**config.mk**
```make
export PLATFORM = sky130hd
export DESIGN_NAME = trigger_wheel_decoder_top
export DESIGN_NICKNAME = d
export VERILOG_FILES = /design/src/twd_pkg.sv /design/src/trigger_wheel_decoder_top.sv /design/src/twd_div.sv
export SDC_FILE = /design/constraint.sdc
export NUM_CORES = 2
export LEC_CHECK = 0
export ABC_AREA = 0
export BUFFER_PORTS_ARGS = -buffer_cell sky130_fd_sc_hd__buf_2
export CAP_MARGIN = 25
export CORE_UTILIZATION = 45
export DETAILED_ROUTE_END_ITERATION = 16
export PLACE_DENSITY = 0.68
export SETUP_SLACK_MARGIN = 0.2
export SYNTH_ARGS = -nofsm -noshare
export SYNTH_HDL_FRONTEND = slang
export SYNTH_SLANG_ARGS = --single-unit
```
**constraint.sdc**
```tcl
create_clock -name aclk -period 11.9 [get_ports aclk]
set_input_delay 0.595 -clock aclk [delete_from_list [all_inputs] [get_ports aclk]]
set_output_delay 0.595 -clock aclk [all_outputs]
set_load 0.05 [all_outputs]
```
**src/twd_pkg.sv**
```systemverilog
// Shared types and constants for the trigger wheel decoder.
package twd_pkg;

    localparam int ErrW = 11;

    localparam logic [ErrW-1:0] ERR_FUTURE          = 11'h001;
    localparam logic [ErrW-1:0] ERR_PAST            = 11'h002;
    localparam logic [ErrW-1:0] ERR_MISSED          = 11'h004;
    localparam logic [ErrW-1:0] ERR_MISSED_TRIG     = 11'h008;
    localparam logic [ErrW-1:0] ERR_WHEEL_MISSED    = 11'h010;
    localparam logic [ErrW-1:0] ERR_GAINED          = 11'h020;
    localparam logic [ErrW-1:0] ERR_WHEEL_MISS_TRIG = 11'h040;
    localparam logic [ErrW-1:0] ERR_SHORT           = 11'h080;
    localparam logic [ErrW-1:0] ERR_CHANGED         = 11'h100;
    localparam logic [ErrW-1:0] ERR_WRONG_TIME      = 11'h200;
    localparam logic [ErrW-1:0] ERR_TIMER_FULL      = 11'h400;

    localparam logic [7:0] TOOTH_OFF = 8'hFF;

    localparam logic [1:0] ACT_PULSE = 2'd0;
    localparam logic [1:0] ACT_WRITE = 2'd1;
    localparam logic [1:0] ACT_CLEAR = 2'd2;

    localparam logic [1:0] REG_TEETH_TOTAL   = 2'd0;
    localparam logic [1:0] REG_TEETH_MISSING = 2'd1;
    localparam logic [1:0] REG_MAX_INTERVAL  = 2'd2;
    localparam logic [1:0] REG_MAX_FUTURE    = 2'd3;

    localparam logic KIND_FIRE   = 1'b0;
    localparam logic KIND_STATUS = 1'b1;

    typedef enum logic [3:0] {
        ST_IDLE,
        ST_PRE,
        ST_DIV1,
        ST_DIV2,
        ST_TOOTH,
        ST_ROLL,
        ST_SCANINIT,
        ST_SCAN,
        ST_MUL,
        ST_SUM,
        ST_EMIT,
        ST_STATUS
    } state_t;

    typedef struct packed {
        logic [7:0] pfrac;
        logic [7:0] ptooth;
        logic [7:0] frac;
        logic [7:0] tooth;
    } entry_pos_t;

    typedef struct packed {
        logic [7:0]  pins;
        logic [31:0] len;
    } entry_out_t;

    typedef struct packed {
        logic        start;
        logic [31:0] dividend;
        logic [31:0] divisor;
    } div_req_t;

    typedef struct packed {
        logic        done;
        logic        busy;
        logic [31:0] quotient;
    } div_rsp_t;

endpackage

```
**src/trigger_wheel_decoder_top.sv**
```systemverilog
// Missing-tooth crank wheel decoder: sequencer, state, trigger scan and output register.
//
//  channel   | dir | handshake             | contents
//  s_*       | in  | s_tvalid / s_tready   | tuser: action; tdata: pulse, now, entry write
//  m_*       | out | m_tvalid / m_tready   | tuser: kind; tlast: last; tdata: result fields
//  cfg_*     | in  | cfg_wr_en             | cfg_addr selects register, cfg_wdata value
//
// One transaction at a time. A tooth pulse in the slow-average phase makes two passes through
// the shared 32-step divider (one when the average is zero, none in the fast-average phase),
// then one roll-over subtract per wrap of the tooth count, and, once synced, a scan over
// (tooth, entry) pairs with a multiply, sum and emit step for each fired entry.
// Reset is synchronous; no clearing pass. A stalled m_tready holds the sequencer at its
// next result.
module trigger_wheel_decoder_top #(
    parameter int NUM_TRIGGERS = 4,
    parameter int LOOKAHEAD    = 4,
    parameter int MAX_FIRES    = 8
) (
    input  logic         aclk,
    input  logic         aresetn,
    input  logic         s_tvalid,
    output logic         s_tready,
    // [47:0] pulse_time, [95:48] now_time, [97:96] entry_index, [105:98] entry_tooth,
    // [113:106] entry_fraction, [145:114] entry_pulse_length, [153:146] entry_pins
    input  logic [159:0] s_tdata,
    // [1:0] action
    input  logic [1:0]   s_tuser,
    output logic         m_tvalid,
    input  logic         m_tready,
    // [1:0] fire_index, [49:2] on_time, [97:50] off_time, [98] has_off,
    // [106:99] fire_pins, [117:107] error_flags, [125:118] tooth_position,
    // [157:126] tooth_period
    output logic [159:0] m_tdata,
    // [0] kind
    output logic         m_tuser,
    output logic         m_tlast,
    input  logic         cfg_wr_en,
    input  logic [1:0]   cfg_addr,
    input  logic [31:0]  cfg_wdata
);
    import twd_pkg::*;

    localparam int IW = (NUM_TRIGGERS > 1) ? $clog2(NUM_TRIGGERS) : 1;
    localparam logic [IW-1:0] LAST_IDX = IW'(NUM_TRIGGERS - 1);
    localparam logic [9:0]    LOOK = 10'(LOOKAHEAD);
    localparam logic [5:0]    FIRE_LIM = 6'(MAX_FIRES);

    state_t state_reg, state_next;

    // configuration
    logic [7:0]  total_reg, missing_reg;
    logic [30:0] maxi_reg;
    logic [31:0] maxf_reg;

    // captured transaction
    logic [1:0]  act_reg, act_next;
    logic [47:0] pulse_reg, pulse_next, now_reg, now_next;
    logic [1:0]  widx_reg, widx_next;
    logic [7:0]  wtooth_reg, wtooth_next, wfrac_reg, wfrac_next, wpins_reg, wpins_next;
    logic [31:0] wlen_reg, wlen_next;

    // wheel state
    logic [47:0] prev_reg, prev_next;
    logic [31:0] avgi_reg, avgi_next, atp_reg, atp_next, pss_reg, pss_next;
    logic [7:0]  tc_reg, tc_next, wgc_reg, wgc_next;
    logic [ErrW-1:0] err_reg, err_next;
    entry_pos_t  pos_reg [NUM_TRIGGERS];
    entry_pos_t  pos_next [NUM_TRIGGERS];
    entry_out_t  eout_reg [NUM_TRIGGERS];
    entry_out_t  eout_next [NUM_TRIGGERS];

    // work registers
    logic [30:0] diff_reg, diff_next;
    logic [7:0]  teeth_reg, teeth_next, last_reg, last_next;
    logic [8:0]  cur_reg, cur_next;
    logic [9:0]  t_reg, t_next;
    logic [IW-1:0] i_reg, i_next;
    logic [5:0]  fires_reg, fires_next;
    logic [31:0] mula_reg, mula_next;
    logic signed [43:0] mulb_reg, mulb_next;
    logic [47:0] on_reg, on_next;

    // output register
    logic        ov_reg, ov_next;
    logic        okind_reg, okind_next, olast_reg, olast_next, ohas_reg, ohas_next;
    logic [1:0]  oidx_reg, oidx_next;
    logic [47:0] oon_reg, oon_next, ooff_reg, ooff_next;
    logic [7:0]  opins_reg, opins_next, otooth_reg, otooth_next;
    logic [ErrW-1:0] oerr_reg, oerr_next;
    logic [31:0] oper_reg, oper_next;

    div_req_t div_req;
    div_rsp_t div_rsp;

    twd_div u_div (
        .aclk    (aclk),
        .aresetn (aresetn),
        .req     (div_req),
        .rsp     (div_rsp)
    );

    logic        out_free;
    logic [47:0] d48, p48, dval;
    logic        back, clamp;
    logic [31:0] pss_use;
    logic [32:0] fsum, q33;
    logic [7:0]  q8, tsum, tc_new;
    logic [34:0] slow_sum;
    entry_pos_t  cpos;
    logic        match, adv_end;
    logic signed [10:0] tdiff;
    logic signed [50:0] tt, lim;

    assign out_free = !ov_reg || m_tready;
    assign s_tready = (state_reg == ST_IDLE);

    always_ff @(posedge aclk) begin
        if (!aresetn) begin
            state_reg   <= ST_IDLE;
            total_reg   <= 8'd36;
            missing_reg <= 8'd1;
            maxi_reg    <= 31'd1000000;
            maxf_reg    <= 32'd500000;
            prev_reg    <= '0;
            avgi_reg    <= '0;
            atp_reg     <= '0;
            pss_reg     <= '0;
            tc_reg      <= '0;
            wgc_reg     <= '0;
            err_reg     <= '0;
            ov_reg      <= 1'b0;
            fires_reg   <= '0;
            for (int k = 0; k < NUM_TRIGGERS; k++) begin
                pos_reg[k]  <= '{pfrac: 8'd0, ptooth: TOOTH_OFF, frac: 8'd0, tooth: TOOTH_OFF};
                eout_reg[k] <= '0;
            end
        end else begin
            state_reg <= state_next;
            if (cfg_wr_en) begin
                case (cfg_addr)
                    REG_TEETH_TOTAL:   total_reg   <= cfg_wdata[7:0];
                    REG_TEETH_MISSING: missing_reg <= cfg_wdata[7:0];
                    REG_MAX_INTERVAL:  maxi_reg    <= cfg_wdata[30:0];
                    REG_MAX_FUTURE:    maxf_reg    <= cfg_wdata;
                    default: ;
                endcase
            end
            prev_reg  <= prev_next;
            avgi_reg  <= avgi_next;
            atp_reg   <= atp_next;
            pss_reg   <= pss_next;
            tc_reg    <= tc_next;
            wgc_reg   <= wgc_next;
            err_reg   <= err_next;
            ov_reg    <= ov_next;
            fires_reg <= fires_next;
            pos_reg   <= pos_next;
            eout_reg  <= eout_next;
        end
        act_reg    <= act_next;
        pulse_reg  <= pulse_next;
        now_reg    <= now_next;
        widx_reg   <= widx_next;
        wtooth_reg <= wtooth_next;
        wfrac_reg  <= wfrac_next;
        wpins_reg  <= wpins_next;
        wlen_reg   <= wlen_next;
        diff_reg   <= diff_next;
        teeth_reg  <= teeth_next;
        last_reg   <= last_next;
        cur_reg    <= cur_next;
        t_reg      <= t_next;
        i_reg      <= i_next;
        mula_reg   <= mula_next;
        mulb_reg   <= mulb_next;
        on_reg     <= on_next;
        okind_reg  <= okind_next;
        olast_reg  <= olast_next;
        ohas_reg   <= ohas_next;
        oidx_reg   <= oidx_next;
        oon_reg    <= oon_next;
        ooff_reg   <= ooff_next;
        opins_reg  <= opins_next;
        otooth_reg <= otooth_next;
        oerr_reg   <= oerr_next;
        oper_reg   <= oper_next;
    end

    always_comb begin
        state_next  = state_reg;
        act_next    = act_reg;
        pulse_next  = pulse_reg;
        now_next    = now_reg;
        widx_next   = widx_reg;
        wtooth_next = wtooth_reg;
        wfrac_next  = wfrac_reg;
        wpins_next  = wpins_reg;
        wlen_next   = wlen_reg;
        prev_next   = prev_reg;
        avgi_next   = avgi_reg;
        atp_next    = atp_reg;
        pss_next    = pss_reg;
        tc_next     = tc_reg;
        wgc_next    = wgc_reg;
        err_next    = err_reg;
        pos_next    = pos_reg;
        eout_next   = eout_reg;
        diff_next   = diff_reg;
        teeth_next  = teeth_reg;
        last_next   = last_reg;
        cur_next    = cur_reg;
        t_next      = t_reg;
        i_next      = i_reg;
        fires_next  = fires_reg;
        mula_next   = mula_reg;
        mulb_next   = mulb_reg;
        on_next     = on_reg;
        ov_next     = ov_reg && !m_tready;
        okind_next  = okind_reg;
        olast_next  = olast_reg;
        ohas_next   = ohas_reg;
        oidx_next   = oidx_reg;
        oon_next    = oon_reg;
        ooff_next   = ooff_reg;
        opins_next  = opins_reg;
        otooth_next = otooth_reg;
        oerr_next   = oerr_reg;
        oper_next   = oper_reg;
        div_req     = '{start: 1'b0, dividend: 32'd0, divisor: 32'd1};

        d48     = pulse_reg - prev_reg;
        back    = d48[47];
        p48     = back ? (prev_reg + {16'd0, avgi_reg}) : pulse_reg;
        dval    = back ? 48'd0 : d48;
        clamp   = dval > {17'd0, maxi_reg};
        pss_use = clamp ? 32'd0 : pss_reg;
        fsum    = {1'b0, avgi_reg} + {2'b0, (clamp ? maxi_reg : dval[30:0])};
        q33     = ({1'b0, div_rsp.quotient} + 33'd1) >> 1;
        q8      = (q33 > 33'd255) ? 8'd255 : ((q33 == 33'd0) ? 8'd1 : q33[7:0]);
        slow_sum = ({avgi_reg, 3'b0} - {3'b0, avgi_reg}) + {4'b0, diff_reg};
        tsum    = last_reg + teeth_reg;
        tc_new  = tsum;
        cpos    = pos_reg[i_reg];
        match   = (cpos.tooth != TOOTH_OFF) &&
                  (({2'b0, cpos.tooth} == t_reg) ||
                   ((10'(cpos.tooth) + 10'(total_reg)) == t_reg));
        adv_end = (i_reg == LAST_IDX) && ((t_reg + 10'd1) >= (10'(cur_reg) + LOOK));
        tdiff   = $signed({1'b0, t_reg}) - $signed({2'b0, cur_reg});
        tt      = $signed({3'b0, prev_reg}) + $signed({19'b0, mula_reg})
                  + 51'(mulb_reg);
        lim     = $signed({2'b0, {1'b0, prev_reg} + {17'b0, maxf_reg}});

        case (state_reg)
            ST_IDLE: begin
                if (s_tvalid) begin
                    act_next    = s_tuser;
                    pulse_next  = s_tdata[47:0];
                    now_next    = s_tdata[95:48];
                    widx_next   = s_tdata[97:96];
                    wtooth_next = s_tdata[105:98];
                    wfrac_next  = s_tdata[113:106];
                    wlen_next   = s_tdata[145:114];
                    wpins_next  = s_tdata[153:146];
                    state_next  = (s_tuser == ACT_PULSE) ? ST_PRE : ST_STATUS;
                end
            end
            ST_PRE: begin
                if (back) err_next = err_next | ERR_WRONG_TIME;
                prev_next = p48;
                diff_next = clamp ? maxi_reg : dval[30:0];
                pss_next  = (pss_use == 32'hFFFFFFFF) ? pss_use : pss_use + 32'd1;
                last_next = tc_reg;
                if (pss_use < 32'd8) begin
                    avgi_next  = fsum[32:1];
                    atp_next   = fsum[32:1];
                    teeth_next = 8'd1;
                    state_next = ST_TOOTH;
                end else if (avgi_reg == 32'd0) begin
                    // zero average: tooth count saturates
                    teeth_next = 8'd255;
                    avgi_next  = {4'd0, diff_next[30:3]};
                    div_req    = '{start: 1'b1, dividend: {1'b0, diff_next},
                                   divisor: 32'd255};
                    state_next = ST_DIV2;
                end else begin
                    div_req    = '{start: 1'b1, dividend: {diff_next, 1'b0},
                                   divisor: avgi_reg};
                    state_next = ST_DIV1;
                end
            end
            ST_DIV1: begin
                if (div_rsp.done) begin
                    if (div_rsp.quotient == 32'd0) err_next = err_next | ERR_SHORT;
                    teeth_next = q8;
                    avgi_next  = slow_sum[34:3];
                    div_req    = '{start: 1'b1, dividend: {1'b0, diff_reg},
                                   divisor: {24'd0, q8}};
                    state_next = ST_DIV2;
                end
            end
            ST_DIV2: begin
                if (div_rsp.done) begin
                    atp_next = 32'((({atp_reg, 3'b0} - {3'b0, atp_reg})
                               + {3'b0, div_rsp.quotient}) >> 3);
                    state_next = ST_TOOTH;
                end
            end
            ST_TOOTH: begin
                if (teeth_reg > missing_reg) begin
                    if ({1'b0, teeth_reg} != ({1'b0, missing_reg} + 9'd1))
                        err_next = err_next | ERR_MISSED_TRIG;
                    if (tsum == total_reg) begin
                        wgc_next = '0;
                        tc_new   = '0;
                    end else begin
                        err_next = err_next |
                                   ((tsum < total_reg) ? ERR_WHEEL_MISSED : ERR_GAINED);
                        wgc_next = wgc_reg + 8'd1;
                        if (wgc_next > 8'd1) begin
                            // second wrong gap in a row: realign
                            wgc_next = '0;
                            tc_new   = '0;
                            err_next = err_next | ERR_CHANGED;
                        end
                    end
                end else if (teeth_reg != 8'd1) begin
                    err_next = err_next | ERR_MISSED;
                end
                tc_next = tc_new;
                if (total_reg != 8'd0 && tc_new >= total_reg) begin
                    err_next   = err_next | ERR_WHEEL_MISS_TRIG;
                    state_next = ST_ROLL;
                end else begin
                    state_next = ST_SCANINIT;
                end
            end
            ST_ROLL: begin
                if (tc_reg >= total_reg) tc_next = tc_reg - total_reg;
                else state_next = ST_SCANINIT;
            end
            ST_SCANINIT: begin
                cur_next   = (tc_reg < last_reg) ? (9'(tc_reg) + 9'(total_reg)) : 9'(tc_reg);
                t_next     = 10'(last_reg) + LOOK;
                i_next     = '0;
                fires_next = '0;
                if (pss_reg > {24'd0, total_reg} && t_next < (10'(cur_next) + LOOK))
                    state_next = ST_SCAN;
                else
                    state_next = ST_STATUS;
            end
            ST_SCAN: begin
                if (match) begin
                    state_next = ST_MUL;
                end else if (adv_end) begin
                    state_next = ST_STATUS;
                end else if (i_reg == LAST_IDX) begin
                    i_next = '0;
                    t_next = t_reg + 10'd1;
                end else begin
                    i_next = i_reg + IW'(1);
                end
            end
            ST_MUL: begin
                mula_next  = 32'(({32'd0, cpos.frac} * {8'd0, atp_reg}) >> 8);
                mulb_next  = 44'(tdiff) * 44'($signed({1'b0, atp_reg}));
                state_next = ST_SUM;
            end
            ST_SUM: begin
                if (tt > lim) begin
                    on_next  = lim[47:0];
                    err_next = err_next | ERR_FUTURE;
                    if (lim < $signed({3'b0, now_reg})) err_next = err_next | ERR_PAST;
                end else begin
                    on_next = tt[47:0];
                    if (tt < $signed({3'b0, now_reg})) err_next = err_next | ERR_PAST;
                end
                state_next = ST_EMIT;
            end
            ST_EMIT: begin
                if (fires_reg >= FIRE_LIM || out_free) begin
                    if (fires_reg < FIRE_LIM) begin
                        fires_next  = fires_reg + 6'd1;
                        ov_next     = 1'b1;
                        okind_next  = KIND_FIRE;
                        olast_next  = 1'b0;
                        oidx_next   = 2'(i_reg);
                        oon_next    = on_reg;
                        ohas_next   = eout_reg[i_reg].len != 32'd0;
                        ooff_next   = ohas_next ? (on_reg + {16'd0, eout_reg[i_reg].len})
                                                : 48'd0;
                        opins_next  = eout_reg[i_reg].pins;
                        oerr_next   = err_reg;
                        otooth_next = tc_reg;
                        oper_next   = atp_reg;
                    end else begin
                        err_next = err_next | ERR_TIMER_FULL;
                    end
                    pos_next[i_reg].tooth = cpos.ptooth;
                    pos_next[i_reg].frac  = cpos.pfrac;
                    if (adv_end) begin
                        state_next = ST_STATUS;
                    end else begin
                        state_next = ST_SCAN;
                        if (i_reg == LAST_IDX) begin
                            i_next = '0;
                            t_next = t_reg + 10'd1;
                        end else begin
                            i_next = i_reg + IW'(1);
                        end
                    end
                end
            end
            ST_STATUS: begin
                if (out_free) begin
                    ov_next     = 1'b1;
                    okind_next  = KIND_STATUS;
                    olast_next  = 1'b1;
                    oidx_next   = '0;
                    oon_next    = '0;
                    ooff_next   = '0;
                    ohas_next   = 1'b0;
                    opins_next  = '0;
                    oerr_next   = err_reg;
                    otooth_next = tc_reg;
                    oper_next   = atp_reg;
                    if (act_reg == ACT_CLEAR) err_next = '0;
                    if (act_reg == ACT_WRITE) begin
                        for (int k = 0; k < NUM_TRIGGERS; k++) begin
                            if (5'(k) == {3'd0, widx_reg}) begin
                                if (pos_reg[k].tooth == TOOTH_OFF) begin
                                    pos_next[k].tooth = wtooth_reg;
                                    pos_next[k].frac  = wfrac_reg;
                                end
                                pos_next[k].ptooth = wtooth_reg;
                                pos_next[k].pfrac  = wfrac_reg;
                                eout_next[k] = '{pins: wpins_reg, len: wlen_reg};
                            end
                        end
                    end
                    state_next = ST_IDLE;
                end
            end
            default: state_next = ST_IDLE;
        endcase
    end

    assign m_tvalid = ov_reg;
    assign m_tuser  = okind_reg;
    assign m_tlast  = olast_reg;
    assign m_tdata  = {2'b0, oper_reg, otooth_reg, oerr_reg, opins_reg, ohas_reg,
                       ooff_reg, oon_reg, oidx_reg};

    // status items and only they close a transaction
    a_last_kind: assert property (@(posedge aclk) disable iff (!aresetn)
        m_tvalid |-> (m_tlast == m_tuser))
        else $error("tlast does not match status kind");

    a_status_zero: assert property (@(posedge aclk) disable iff (!aresetn)
        (m_tvalid && m_tuser) |-> (m_tdata[98:0] == 99'd0))
        else $error("status item carries fire payload");

    a_fire_limit: assert property (@(posedge aclk) disable iff (!aresetn)
        fires_reg <= FIRE_LIM)
        else $error("fire count beyond limit");

    a_rolled: assert property (@(posedge aclk) disable iff (!aresetn)
        (state_reg == ST_SCANINIT && total_reg != 8'd0) |-> (tc_reg < total_reg))
        else $error("tooth position not rolled over");

    a_div_owner: assert property (@(posedge aclk) disable iff (!aresetn)
        div_rsp.busy |-> (state_reg == ST_DIV1 || state_reg == ST_DIV2))
        else $error("divider busy outside divide states");

endmodule

```
**src/twd_div.sv**
```systemverilog
// Radix-2 restoring divider, 32-bit, one quotient bit per cycle.
module twd_div (
    input  logic              aclk,
    input  logic              aresetn,
    input  twd_pkg::div_req_t req,
    output twd_pkg::div_rsp_t rsp
);
    import twd_pkg::*;

    logic        busy_reg, busy_next;
    logic        done_reg, done_next;
    logic [4:0]  cnt_reg, cnt_next;
    logic [31:0] rem_reg, rem_next;
    logic [31:0] quo_reg, quo_next;
    logic [31:0] dsr_reg, dsr_next;
    logic [32:0] trial;
    logic        ge;

    always_ff @(posedge aclk) begin
        if (!aresetn) begin
            busy_reg <= 1'b0;
            done_reg <= 1'b0;
            cnt_reg  <= '0;
        end else begin
            busy_reg <= busy_next;
            done_reg <= done_next;
            cnt_reg  <= cnt_next;
        end
        rem_reg <= rem_next;
        quo_reg <= quo_next;
        dsr_reg <= dsr_next;
    end

    always_comb begin
        trial     = {rem_reg, quo_reg[31]};
        ge        = trial >= {1'b0, dsr_reg};
        busy_next = busy_reg;
        done_next = 1'b0;
        cnt_next  = cnt_reg;
        rem_next  = rem_reg;
        quo_next  = quo_reg;
        dsr_next  = dsr_reg;
        if (busy_reg) begin
            rem_next = ge ? 32'(trial - {1'b0, dsr_reg}) : trial[31:0];
            quo_next = {quo_reg[30:0], ge};
            cnt_next = cnt_reg + 5'd1;
            if (cnt_reg == 5'd31) begin
                busy_next = 1'b0;
                done_next = 1'b1;
            end
        end else if (req.start) begin
            busy_next = 1'b1;
            cnt_next  = '0;
            rem_next  = '0;
            quo_next  = req.dividend;
            dsr_next  = req.divisor;
        end
    end

    assign rsp.done     = done_reg;
    assign rsp.busy     = busy_reg;
    assign rsp.quotient = quo_reg;

endmodule
```
* Word level (Yosys, flattened, before mapping) *
Cells that the tools add are included.

storage, ports and cells
  bits in registers = 1,159
  output and inout bits = 164

cells by class
  add/subtract/negate cells = 28
  multiply operators = 2
  order comparisons = 20
  equal/unequal tests = 61
  multiplexer cells = 155
  bitwise gates (word level) = 7
  reduce and logical (&&, ||, !) cells = 66

operators with widths
  cell                                     number
  2-to-1 mux 32 bit                        21
  2-to-1 mux 128 bit                       3
  2-to-1 mux 48 bit                        8
  bitwise mux 128 bit                      2
  one-hot mux 128 bit (2 select lines)     1
  one-hot mux 32 bit (2 select lines)      3
  one-hot mux 48 bit (2 select lines)      2
  2-to-1 mux 8 bit                         21
  2-to-1 mux 11 bit                        12
  2-to-1 mux 65 bit                        2
  one-hot mux 65 bit (2 select lines)      1
  demux 32 bit (select 2 bit)              2
  adder 48 x 32 -> 49 bit                  2
  adder 48 x 32 -> 48 bit                  2
  binary-select mux 40 bit (select 2 bit)  1
  2-to-1 mux 16 bit                        5
  2-to-1 mux 40 bit                        2
  subtractor 35 x 32 -> 35 bit             2
  one-hot mux 11 bit (6 select lines)      1
  binary-select mux 32 bit (select 2 bit)  1
  logical NOT 32 bit                       2
  2-to-1 mux 64 bit                        1
  one-hot mux 8 bit (2 select lines)       4
  adder 50 x 44 -> 51 bit                  1
  other kinds (97)                         237

* Logic depth before layout (Yosys ltp) *
  depth after elaboration = 11
  depth in mapped cells = 49
  gate-level depth less buffers = 47

* Modules after synthesis *
A second synthesis with hierarchy kept.

unflattened totals
  cells, all modules = 10,366
  area total of the unflattened synthesis = 92,618.8 µm²

modules (own cells, without submodules)
  module                     times used  cells each  area an instance (µm²)  seq. area each (µm²)
  trigger_wheel_decoder_top  1           9,838       86,610.6                26,215.1
  twd_div                    1           528         6,008.3                 3,022.9

* Worst setup path after synthesis *
Ideal clock, no wire load.

  kind = register -> register
  start = register ov_reg (netlist: m_tvalid)
  end = register olast_reg (netlist: m_tlast) (enable)
  arrival = 8,726 ps
  required time = 11,169 ps
  slack = 2,443 ps
  cell stages (with the launch flop) = 4
  path buffers = 0
  period minus slack after synthesis = 9,457 ps
  cell sequence = dfxtp_1 nor2b_1 a211o_1 a21oi_1

on the way
  cells in the longest elaborated chain, start to end = 5
  elaborated cells on any way between the ends = 6

RTL lines
  what                                      line                              source
  start, declared                           trigger_wheel_decoder_top.sv:84   logic ov_reg, ov_next;
  start signal, assigned                    trigger_wheel_decoder_top.sv:155  ov_reg <= ov_next;
  logical NOT 1 bit (*)                     trigger_wheel_decoder_top.sv:114  assign out_free = !ov_reg || m_tready;
  logical OR 1 bit (*)                      trigger_wheel_decoder_top.sv:114
  logical OR 1 bit                          trigger_wheel_decoder_top.sv:380  if (fires_reg >= FIRE_LIM || out_free) begin
  inequality test 2 bit (no source line)    --
  AND reduction 4 bit (no source line) (*)  --
  end signal, assigned                      trigger_wheel_decoder_top.sv:178  olast_reg <= olast_next;
  end, declared                             trigger_wheel_decoder_top.sv:85   logic okind_reg, okind_next, olast_reg, olast_next, ohas_reg, ohas_next;

Every way passes the cells marked *; elsewhere a longest branch is shown, timed or not.
A chain may end at the register's enable or synchronous reset.

* Worst setup path after layout *
  start = register prev_reg[17]
  end = register atp_reg[29]

on the way
  cells in the longest elaborated chain, start to end = 7
  elaborated cells on any way between the ends = 11

RTL lines
  what                                                                                    line                                                                source
  start, declared                                                                         trigger_wheel_decoder_top.sv:63                                     logic [47:0] prev_reg, prev_next;
  start signal, assigned                                                                  trigger_wheel_decoder_top.sv:148                                    prev_reg <= prev_next;
  subtractor 48 bit (*)                                                                   trigger_wheel_decoder_top.sv:231                                    d48 = pulse_reg - prev_reg;
  2-to-1 mux 47 bit (*)                                                                   trigger_wheel_decoder_top.sv:234                                    dval = back ? 48'd0 : d48;
  greater-than comparator 47 x 31 -> 1 bit                                                trigger_wheel_decoder_top.sv:235                                    clamp = dval > {17'd0, maxi_reg};
  2-to-1 mux 31 bit / 2-to-1 mux 32 bit (equally long branches)                           trigger_wheel_decoder_top.sv:237, trigger_wheel_decoder_top.sv:236
  adder 32 x 31 -> 33 bit / less-than comparator 32 x 4 -> 1 bit (equally long branches)  trigger_wheel_decoder_top.sv:237, trigger_wheel_decoder_top.sv:273
  2-to-1 mux 32 bit / inequality test 2 bit (equally long branches)                       --
  one-hot mux 32 bit (2 select lines) / AND reduction 3 bit (equally long branches)       --
  end signal, assigned                                                                    trigger_wheel_decoder_top.sv:150                                    atp_reg <= atp_next;
  end, declared                                                                           trigger_wheel_decoder_top.sv:64                                     logic [31:0] avgi_reg, avgi_next, atp_reg, atp_next, pss_reg, pss_next;

Every way passes the cells marked *; elsewhere a longest branch is shown, timed or not. The select of a mux whose other input is x is not followed.

==> results.toml <==
[status]
outcome = "finished, final reports clean"

[timing]
skew_ns = 0.0766
finalWorstSetupSlack_ns = 1.16
post-route-min-period_ns = 10.74
fmax_mhz = 93.2
finalHoldViolations = 0
final_max_slew_viol_count = 0
post-route-period-util = 0.902
worstMarginPinSlew_ns = 1.06
tns_ns = 0
slew_headroom = 0.294
setup_viol = 0
rsz0062_at_grt = "no"

[logic_synthesis]
yosys.area_share.simple = 0.172
synthTopCellsByCount = "nand2_1, inv_1, a21oi_1"
seq_area_frac_synth = 0.318
synth_top_family_by_area = "adder cells"
synth_edf_count = 603
synth_flop_cell = "edfxtp_1"
synth-compound-area-share = 0.147
synthXorXnorAreaFrac = 0.0465
yosys.cell_count.top_type = "nand2_1"
ys_ff_latch = 1159
synth_cell_types = 105
synthArstFlopShare = 0
synth_area_leaders = "edfxtp_1, dfxtp_1, fa_1"
yosys.area.top_type = "edfxtp_1"
synthCells = 10277
synth_mux_area_frac = 0.0283
yosys.area_share.adder = 0.224
yosys_warnings = 0
yosys.area.top_type_share = 0.197
netlist_area_mm2 = 0.0920
synth.avg_cell_area_um2 = 8.96

[clock_network]
cts_buffers = 138
cts_tree = "done"
cts_buffer_depth = 3
htreeDepth = 4
clkSlewWorstSetupHoldPaths_ns = 0.06
clkSinkCount = 1159
insertion_delay_ns = 0.84
clockRootBuffer = "clkbuf_16"
postCtsSetupBuffers = 0
cts_resized = 0

[final_layout]
drive_above_1_share = 0.0920
largest_register_ffs = 160
synthToLayoutAreaGrowth_pct = 12.6
final_nets = 12210
fill_cells = 18515

[critical_path]
reg2reg_from = "prev_reg[17]"
reg2regPathDepth = 45
crit_slowest_cell = "a2111o_1"
critPathKind = "reg2reg"
worst-path-buf-inv = 6
cp.arrival_ns = 11.37
reg2reg_slack_ns = 1.16
crit_fanout = 16
critical-path-max-stage-delay_ns = 0.53
startpoint_type = "flip-flop"
required_ns = 12.54
cpLargestDelayFamily = "compound AO/OA/AOI/OAI gates"
end_kind = "flip-flop"
r2r_end = "atp_reg[29]"

[power]
p_leak_nw = 44.6
cellPowerDensity_mw_per_mm2 = 294
vdd_drop_max_mv = 0.251

[global_routing]
first_global_vias = 78251
grt_max_degree = 134
grt_usage = 0.307
grt_pass1_wl_mm = 480
gr-total-overflow = 0
antenna_found_initial = 53

[routing]
routedWlPerCell_um = 24.0
remaining_drc_errors = 0
viasPerCell = 5.92
wl_mm = 324
dr.pass1.iters = 10
ant_nets = 0
vias = 79801
drt_iter0_drc = 8154

[floorplanning]
fp-row-count = 165
ios = 365
die_x_um = 454
fp.dieH_um = 454
die-area_mm2 = 0.206
start_util = 0.454
core_mm2 = 0.203

[run]
max_cap_viol_count = 0

[place]
portBuffers = 356
hpwl_mm = 246
dp_slack_ns = 1.36
routabilityCongestion = 0.997

[worst_hold_path]
min_to = "pulse_reg[2]"
worstHoldStart = "s_tdata[2]"
hold_depth = 1
min_path_type = "in2reg"
## kinds of logic after synthesis
kind of cell	after synthesis
AO/OA/AOI/OAI	2173
XOR/XNOR	489
adder cells (fa/ha/maj)	1338
buffers and inverters	1546
flip-flops	1159
multiplexers	164
other	1
AND/OR/NAND/NOR	3407
## routing by layer
metal	up-vias	GRT usage	part of all wire
li1	36035	-	-
met1	39084	0.416	0.41
met2	3963	0.481	0.44
met3	715	0.0530	0.096
met4	4	0.136	0.049
met5	-	0	0.000083
## layout make-up
cell class                      instances  area, um2  share of cell area
Antenna cell                           14       35.0            0.000338
Clock buffer                          206       3930              0.0379
Clock inverter                         51        757             0.00730
Inverter                             1102       4150              0.0400
Multi-Input combinational cell       7573      57200               0.552
Sequential cell                      1159      29200               0.282
Tap cell                             2672       3340              0.0323
Timing Repair Buffer                  697       4930              0.0476
## metrics by stage
step / hold slack (ns) / total power [mW] / instance area [um2] / utilization / instances
6_report: 0.0406 / 30.4 / 104000 / 0.511 / 13474
5_1_grt: 0.00182 / 32.6 / 104000 / 0.511 / 13466
4_1_cts: 0.000150 / 30.0 / 103000 / 0.510 / 13450
3_5_place_dp: 0.419 / 25.5 / 97200 / 0.480 / 13052
3_3_place_gp: 0.418 / 25.0 / 97200 / 0.479 / 13049
2_1_floorplan: 0.406 / 19.6 / 92100 / - / 10278
## where the power goes
part           switching [mW]  leakage, nW  total [mW]  internal (mW)
registers               0.823         10.1        6.06           5.23
logic                    12.2         32.3        20.0           7.77
clock network            1.90         2.25        4.41           2.51
total                    14.9         44.6        30.4           15.5
## placed cells by master, fill, tap and decap left out, types with 30 or more instances in the layout
cell type	synthesis	routed
clkbuf_16	0	141
dfxtp_1	556	555
xnor2_1	358	355
edfxtp_1	603	603
nor2b_1	132	132
inv_1	1096	1093
nor4_1	63	62
and2_1	371	370
mux2i_1	39	39
and3_1	72	69
nand3_1	206	203
mux2_2	52	52
clkbuf_1	400	49
mux4_2	72	72
buf_4	6	186
xor2_1	131	126
nor2_1	675	665
a211oi_1	129	129
dlygate4sd3_1	0	141
or3_1	31	31
a31oi_1	47	47
nand2_1	1375	1373
or2_2	32	31
buf_2	22	355
fa_1	519	519
o21bai_1	59	59
ha_1	819	819
nand2b_1	92	92
a21o_1	212	212
a311oi_1	30	30
nor3_1	175	175
o21a_1	73	73
o21ai_0	348	347
nand4_1	123	123
o211ai_1	81	81
a21oi_1	868	866
## what timing repair did
action	4_1_cts	5_1_grt
setup endpoints to repair	0	0
hold endpoints to repair	145	0
hold buffers	141	0
## worst max path at each step
stage / endpoint / startpoint / slack (ns) / cells past startpoint
after global routing: atp_reg[29] / prev_reg[15] / 0.70 / 45
after floorplan: m_tlast / m_tvalid / 2.44 / 3
final: atp_reg[29] / prev_reg[17] / 1.16 / 45
after CTS: atp_reg[29] / prev_reg[17] / 1.27 / 45
after detailed placement: atp_reg[29] / prev_reg[17] / 1.36 / 45
after global placement: mulb_reg[43] / t_reg[2] / 1.05 / 31
(Power assumes the default switching activity.)
